File: config.mk
export PLATFORM = sky130hd
export DESIGN_NAME = tli_ctrl
export DESIGN_NICKNAME = d
export VERILOG_FILES = /design/src/design/tli_pkg.sv /design/src/design/tli_ctrl.sv
export SDC_FILE = /design/constraint.sdc
export NUM_CORES = 1
export LEC_CHECK = 0
export BUFFER_PORTS_ARGS = -buffer_cell sky130_fd_sc_hd__buf_2
export CELL_PAD_IN_SITES_DETAIL_PLACEMENT = 0
export CELL_PAD_IN_SITES_GLOBAL_PLACEMENT = 1
export CORE_AREA = 2 2 39 41
export DETAILED_ROUTE_END_ITERATION = 8
export DIE_AREA = 0 0 41 43
export GPL_ROUTABILITY_DRIVEN = 0
export GPL_TIMING_DRIVEN = 0
export PLACE_DENSITY_LB_ADDON = 0.1
export SYNTH_ARGS = -nofsm -noshare
export SYNTH_HDL_FRONTEND = slang
export SYNTH_SLANG_ARGS = --single-unit
File: constraint.sdc
create_clock -name clk -period 1.15 [get_ports clk]
set_clock_uncertainty 0.2 [all_clocks]
set_input_delay 0.1725 -clock clk [delete_from_list [all_inputs] [get_ports clk]]
set_output_delay 0.1725 -clock clk [all_outputs]
set_load 0.01 [all_outputs]
File: src/design/tli_pkg.sv
`timescale 1ns / 1ps
`default_nettype none
package tli_pkg;

    localparam int TAPE_CELLS    = 32768;
    localparam int PROGRAM_DEPTH = 4096;

    localparam int TA_W   = $clog2(TAPE_CELLS);
    localparam int PA_W   = $clog2(PROGRAM_DEPTH);
    localparam int PC_W   = $clog2(PROGRAM_DEPTH + 1);
    localparam int ACT_W  = 2;
    localparam int BYTE_W = 8;
    localparam int ST_W   = 3;
    localparam int CNT_W  = 13;
    localparam int RUN_W  = 2;

    localparam logic [ACT_W-1:0] ACT_CLEAR = 2'd0;
    localparam logic [ACT_W-1:0] ACT_LOAD  = 2'd1;

    localparam logic [BYTE_W-1:0] CH_RIGHT = 8'h3E;
    localparam logic [BYTE_W-1:0] CH_LEFT  = 8'h3C;
    localparam logic [BYTE_W-1:0] CH_INC   = 8'h2B;
    localparam logic [BYTE_W-1:0] CH_DEC   = 8'h2D;
    localparam logic [BYTE_W-1:0] CH_OUT   = 8'h2E;
    localparam logic [BYTE_W-1:0] CH_IN    = 8'h2C;
    localparam logic [BYTE_W-1:0] CH_OPEN  = 8'h5B;
    localparam logic [BYTE_W-1:0] CH_CLOSE = 8'h5D;
    localparam logic [BYTE_W-1:0] CH_NL    = 8'h0A;

    localparam logic [RUN_W-1:0] RUN_OK        = 2'd0;
    localparam logic [RUN_W-1:0] RUN_BAD_OPEN  = 2'd1;
    localparam logic [RUN_W-1:0] RUN_BAD_CLOSE = 2'd2;

    localparam logic [ST_W-1:0] ST_EXEC  = 3'd0;
    localparam logic [ST_W-1:0] ST_WAIT  = 3'd1;
    localparam logic [ST_W-1:0] ST_END   = 3'd2;
    localparam logic [ST_W-1:0] ST_OPEN  = 3'd3;
    localparam logic [ST_W-1:0] ST_CLOSE = 3'd4;
    localparam logic [ST_W-1:0] ST_FULL  = 3'd5;
    localparam logic [ST_W-1:0] ST_DONE  = 3'd6;

    typedef struct packed {
        logic capture;
        logic exec;
        logic scan;
        logic clr;
    } tli_cmd_t;

    typedef struct packed {
        logic out_free;
        logic is_clear;
        logic scan_req;
        logic scan_done;
        logic clr_last;
    } tli_stat_t;

endpackage
`default_nettype wire

File: src/design/tli_ctrl.sv
`timescale 1ns / 1ps
`default_nettype none
module tli_ctrl (
    input  logic                clk,
    input  logic                rst_n,
    input  logic                item_valid,
    output logic                item_stall,
    input  tli_pkg::tli_stat_t  stat,
    output tli_pkg::tli_cmd_t   cmd
);
    import tli_pkg::*;

    localparam logic [1:0] S_IDLE = 2'd0;
    localparam logic [1:0] S_EXEC = 2'd1;
    localparam logic [1:0] S_SCAN = 2'd2;
    localparam logic [1:0] S_CLR  = 2'd3;

    logic [1:0] state_reg;
    logic [1:0] state_next;

    always_comb
    begin
        cmd        = '0;
        state_next = state_reg;
        item_stall = (state_reg != S_IDLE);
        unique case (state_reg)
            S_IDLE:
            begin
                if (item_valid)
                begin
                    cmd.capture = 1'b1;
                    state_next  = S_EXEC;
                end
            end
            S_EXEC:
            begin
                if (stat.out_free)
                begin
                    cmd.exec = 1'b1;
                    if (stat.is_clear)
                        state_next = S_CLR;
                    else if (stat.scan_req)
                        state_next = S_SCAN;
                    else
                        state_next = S_IDLE;
                end
            end
            S_SCAN:
            begin
                if (!stat.scan_done || stat.out_free)
                begin
                    cmd.scan = 1'b1;
                    if (stat.scan_done)
                        state_next = S_IDLE;
                end
            end
            S_CLR:
            begin
                cmd.clr = 1'b1;
                if (stat.clr_last)
                    state_next = S_IDLE;
            end
            default:
            begin
                state_next = S_IDLE;
            end
        endcase
    end

    always_ff @(posedge clk or negedge rst_n)
    begin
        if (!rst_n)
            state_reg <= S_CLR;
        else
            state_reg <= state_next;
    end

endmodule
`default_nettype wire

==> results of run 1 <==
-- final cells by class --
cell class | count | area, um^2 | area share, %
flip-flops and latches | 2 | 52.6 | 17.5
inverters | 3 | 11.3 | 3.75
well taps | 16 | 20.0 | 6.67
multi-input cells | 14 | 101 | 33.7
clock buffers | 3 | 22.5 | 7.50
repair buffers | 14 | 92.6 | 30.8
-- layer usage --
metal  wire [um]  track usage (%)
met1         151             4.52
met2         235             8.44
met3          36             1.57
met4           0             6.00
met5           0                0
-- cells in the mapped netlist (all sizes together) --
library cell	n	area share [%]
nor2	3	8.1
a211o	1	6.3
dfstp	2	38
or2	2	9.0
o21ai	1	3.6
inv	3	8.1
nand2	2	5.4
nand2b	1	4.5
nand3b	1	5.4
o22ai	1	4.5
a21oi	2	7.2
-- worst min path at each step --
stage	startpoint	endpoint	slack [ns]	depth (start not counted)
detailed placement	rst_n	state_reg[0]	-0.08	1
global placement	rst_n	state_reg[0]	-0.08	1
finish	stat[2]	state_reg[1]	0.06	3
CTS	stat[2]	state_reg[1]	0.06	3
global route	stat[2]	state_reg[1]	0.06	3
floorplan	rst_n	state_reg[0]	-0.18	0
-- kinds of logic after synthesis --
logic type      count (synthesis)  synth area share, %
compound gates                  5                 21.6
buf+inv                         3                 8.11
flops                           2                 37.8
simple gates                    9                 32.4
-- worst max-delay path: stages, from the launching register on --
cell and delay, ns:
dfstp_2 0.59, or2_4 0.16, nor2_4 0.03, buf_6 0.11
-- repair_timing --
item,CTS,global route
gates resized for setup,1,2
endpoints found under the setup margin,7,7
hold buffers,2,0
hold endpoints to repair,3,0
cloned,0,0
pin swaps,1,1
-- report_power, final --
part           total, mW  internal, mW  leakage (nW)  switching, mW
logic              0.337         0.193         0.123          0.144
clock network      0.153         0.115        0.0138         0.0378
registers          0.190         0.131        0.0210         0.0593
-- through the flow --
stage / instance area, um^2 / setup TNS, ns / util, %
2_1_floorplan: 163 / -0.0431 / -
5_1_grt: 300 / -1.99 / 21.7
3_3_place_gp: 243 / -0.552 / 17.5
4_1_cts: 292 / -1.74 / 21.1
6_report: 300 / -1.64 / 21.7
3_5_place_dp: 243 / -0.544 / 17.5
==> impl_metrics.yaml, run 1 <==
status:
  status: "finished with violations"
  violations: "setup timing"
synthesis:
  avgSynthCellArea_um2: 7.31
  synth_cell_type_count: 12
  ys_seq_area_share_pct: 37.8
  syn_nets: 27
  syn_area_um2: 139
  synthCells: 19
  ys_ff_latch: 2
  yosysWarnings: 0
timing:
  worst_slew_pin_slew_ns: 0.143
  fmax_mhz: 676
  hold_ws_ns: 0.0635
  fin_ws_ns: -0.329
  rsz0062_at_grt: "yes"
  fin_crit_sh_pct: 129
  setup_viol: 6
  relSlewSlack_pct: 90.4
  finalHoldViolations: 0
  fin_crit_ns: 1.48
  maxSlewViolCount: 0
final_layout:
  diodes: 0
  largest_reg_flops: 2
  layout-drive-gt1-share_pct: 63.9
  fill_cells: 166
  mostFrequentLayoutCells: "10 x buf_2, 3 x inv_1, 3 x clkbuf_4"
  final_nets: 46
  area_growth_pct: 116
  layout_commonest_cell: "buf_2"
  fin_cells: 52
global_route:
  grt_overflow: 0
  grt_antenna_before_repair: 0
  grt_pass1_wl_um: 600
  grt_max_degree: 7
  grt_pass1_vias: 167
  grt_util_all_layers_pct: 5.33
clocking:
  cts.clk_slew.worst_paths_ns: 0.03
  root_buffer: "clkbuf_4"
  cts_max_path_buffers: 2
  cts_tree: "done"
  cts_setup_buffers: 0
  insertion_delay_ns: 0.22
  htree_levels: 1
  cts_made_buffers: 3
  cts_num_sinks: 2
routing:
  ant_nets: 0
  vias: 186
  post-route-drc-count: 0
  dr.pass1.iters: 1
  routed_wl_um: 422
  routedWlPerCell_um: 8.12
  avgViaCountPerCell: 3.58
  drt_iter0_drc: 0
power:
  p_per_area_mw_per_mm2: 2260
  p_total_mw: 0.680
  power.leakage_nw: 0.158
  peakVddDrop_mv: 0.739
flow_run:
  drv_cap: 0
placement:
  io_buffers: 12
  dp_hpwl_um: 346
  dpl_worst_slack_ns: -0.113
  place_inst: 47
worst_hold_path:
  hold_class: "in2reg"
critical_path:
  path_max_fanout: 5
  r2r-start: "state_reg[0]"
  crit_start: "state_reg[1]"
  cp.required_ns: 0.78
  arrival_ns: 1.11
  r2r_cells: 3
  endpoint_kind: "output port"
  rr_endpoint: "state_reg[1]"
  crit_path_start_kind: "register"
  path_class: "reg2out"
  r2r_slack_ns: -0.11
  endpoint: "cmd[3]"
die:
  die_w_um: 41
  die_area_mm2: 0.00176
  io_pins: 13
  die_y_um: 43
  coreArea_mm2: 0.00138
  core.rowCount: 14
  initial_utilization_pct: 10.0
No activity file was read; power rests on OpenSTA's default activity.
==> inputs of run 2 (changes only) <==
Settings changed: BUFFER_PORTS_ARGS -buffer_cell sky130_fd_sc_hd__buf_2 to -buffer_cell sky130_fd_sc_hd__clkbuf_2.
==> run 2 against run 1 <==
Worst setup slack better by 0.0010 ns. The flow still finishes with violations (setup timing). Total power fell by 1.4%. Largest cell class unchanged. Via count is the same. Combinational power fell by 3%.
==> impl_metrics.yaml, run 2 (same netlist as run 1, synthesis figures left out) <==
status:
  status: "finished with violations"
  violations: "setup timing"
timing:
  fin_tns_setup_ns: -1.65
  rsz0062_at_grt: "yes"
  finalHoldViolations: 0
  maxSlewViolCount: 0
  fin_crit_ns: 1.48
  hold_ws_ns: 0.0598
  setup_viol: 6
  relSlewSlack_pct: 90.3
  fmax_mhz: 677
  worst_slew_pin_slew_ns: 0.144
  fin_ws_ns: -0.328
  fin_crit_sh_pct: 129
routing:
  avgViaCountPerCell: 3.58
  dr.pass1.iters: 1
  vias: 186
  drt_iter0_drc: 0
  ant_nets: 0
  post-route-drc-count: 0
  routedWlPerCell_um: 7.73
  routed_wl_um: 402
critical_path:
  critical-path-slowest-cell: "dfstp_2"
  path_max_fanout: 5
  path_class: "reg2out"
  crit_path_start_kind: "register"
  cp_top_family: "flip-flops"
  arrival_ns: 1.11
  crit_chain: "or2_4 > nor2_4 > clkbuf_2"
  slowest_delay_ns: 0.59
  cp.required_ns: 0.78
  cp_num_buf_inv: 1
  endpoint_kind: "output port"
global_route:
  grt_util_all_layers_pct: 5.02
  grt_pass1_vias: 179
  grt_antenna_before_repair: 0
  grt_max_degree: 7
  grt_pass1_wl_um: 579
  grt_overflow: 0
clocking:
  cts_num_sinks: 2
  root_buffer: "clkbuf_4"
  cts_max_path_buffers: 2
  cts.clk_slew.worst_paths_ns: 0.03
  insertion_delay_ns: 0.22
  htree_levels: 1
  cts_made_buffers: 3
  cts_tree: "done"
worst_hold_path:
  hold_class: "in2reg"
die:
  die_area_mm2: 0.00176
  core.rowCount: 14
  initial_utilization_pct: 10.0
  die_y_um: 43
  die_w_um: 41
  io_pins: 13
  coreArea_mm2: 0.00138
final_layout:
  diodes: 0
  final_nets: 46
  stdcell_area_um2: 298
  layout_commonest_cell: "clkbuf_2"
  layout-drive-gt1-share_pct: 66.7
  largest_reg_flops: 2
  mostFrequentLayoutCells: "9 x clkbuf_2, 3 x inv_1, 3 x clkbuf_4"
  area_growth_pct: 114
power:
  p_total_mw: 0.671
  power.leakage_nw: 0.157
  peakVddDrop_mv: 0.740
  p_per_area_mw_per_mm2: 2250
placement:
  dp_hpwl_um: 344
  io_buffers: 12
  dpl_cell_area_um2: 243
flow_run:
  drv_cap: 0
==> run 2: what timing repair did <==
action,4_1_cts,5_1_grt
hold buffers,2,0
buffers inserted,0,0
resized for setup,0,6
pin swaps,1,0
endpoints found under the setup margin,6,7
hold endpoints to repair,3,0
==> run 2: area by class of cell <==
class | count | area (um^2)
timing repair buffer | 14 | 86.3
inverter | 3 | 11.3
clock buffer | 3 | 22.5
multi-input combinational | 14 | 105
fill | 165 | 1090
sequential | 2 | 52.6
tap | 16 | 20.0
==> run 2: per-stage QoR <==
step,instances,utilization (%),setup WS (ns)
after floorplan,19,-,-0.0431
after global placement,47,17.5,-0.107
after detailed placement,47,17.5,-0.103
after CTS,52,20.6,-0.338
after global routing,52,21.5,-0.368
final,52,21.5,-0.328
==> run 2: worst paths after layout <==
| check | from | to | depth (start not counted) | slack [ns] |
|---|---|---|---|---|
| min | stat[2] | state_reg[1] | 3 | 0.06 |
| min reg2reg | state_reg[1] | state_reg[0] | 1 | 0.38 |
| max in group asynchronous | rst_n | state_reg[1] | 2 | 0.50 |
| max reg2reg | state_reg[0] | state_reg[1] | 3 | -0.11 |
| max | state_reg[1] | cmd[3] | 3 | -0.33 |
| min in group asynchronous | rst_n | state_reg[0] | 2 | 0.23 |
==> run 2: worst reg2reg max path, cell delays in order (launching register included) <==
cell and delay, ns:
dfstp_2 0.57, nand2b_4 0.15, a21oi_2 0.04, a211o_1 0.23
==> run 2: routing by layer <==
layer  wire, um  global-route usage [%]  vias up
li1           -                       -       97
met1        146                    4.49       83
met2        220                    7.50        6
met3         36                    3.14        0
met4          0                    4.00        0
met5          0                       0        -
==> run 2: power by group <==
part	switching [mW]	internal, mW	leakage [nW]
Combinational	0.146	0.182	0.122
Clock	0.0367	0.115	0.0138
Sequential	0.0596	0.131	0.0210
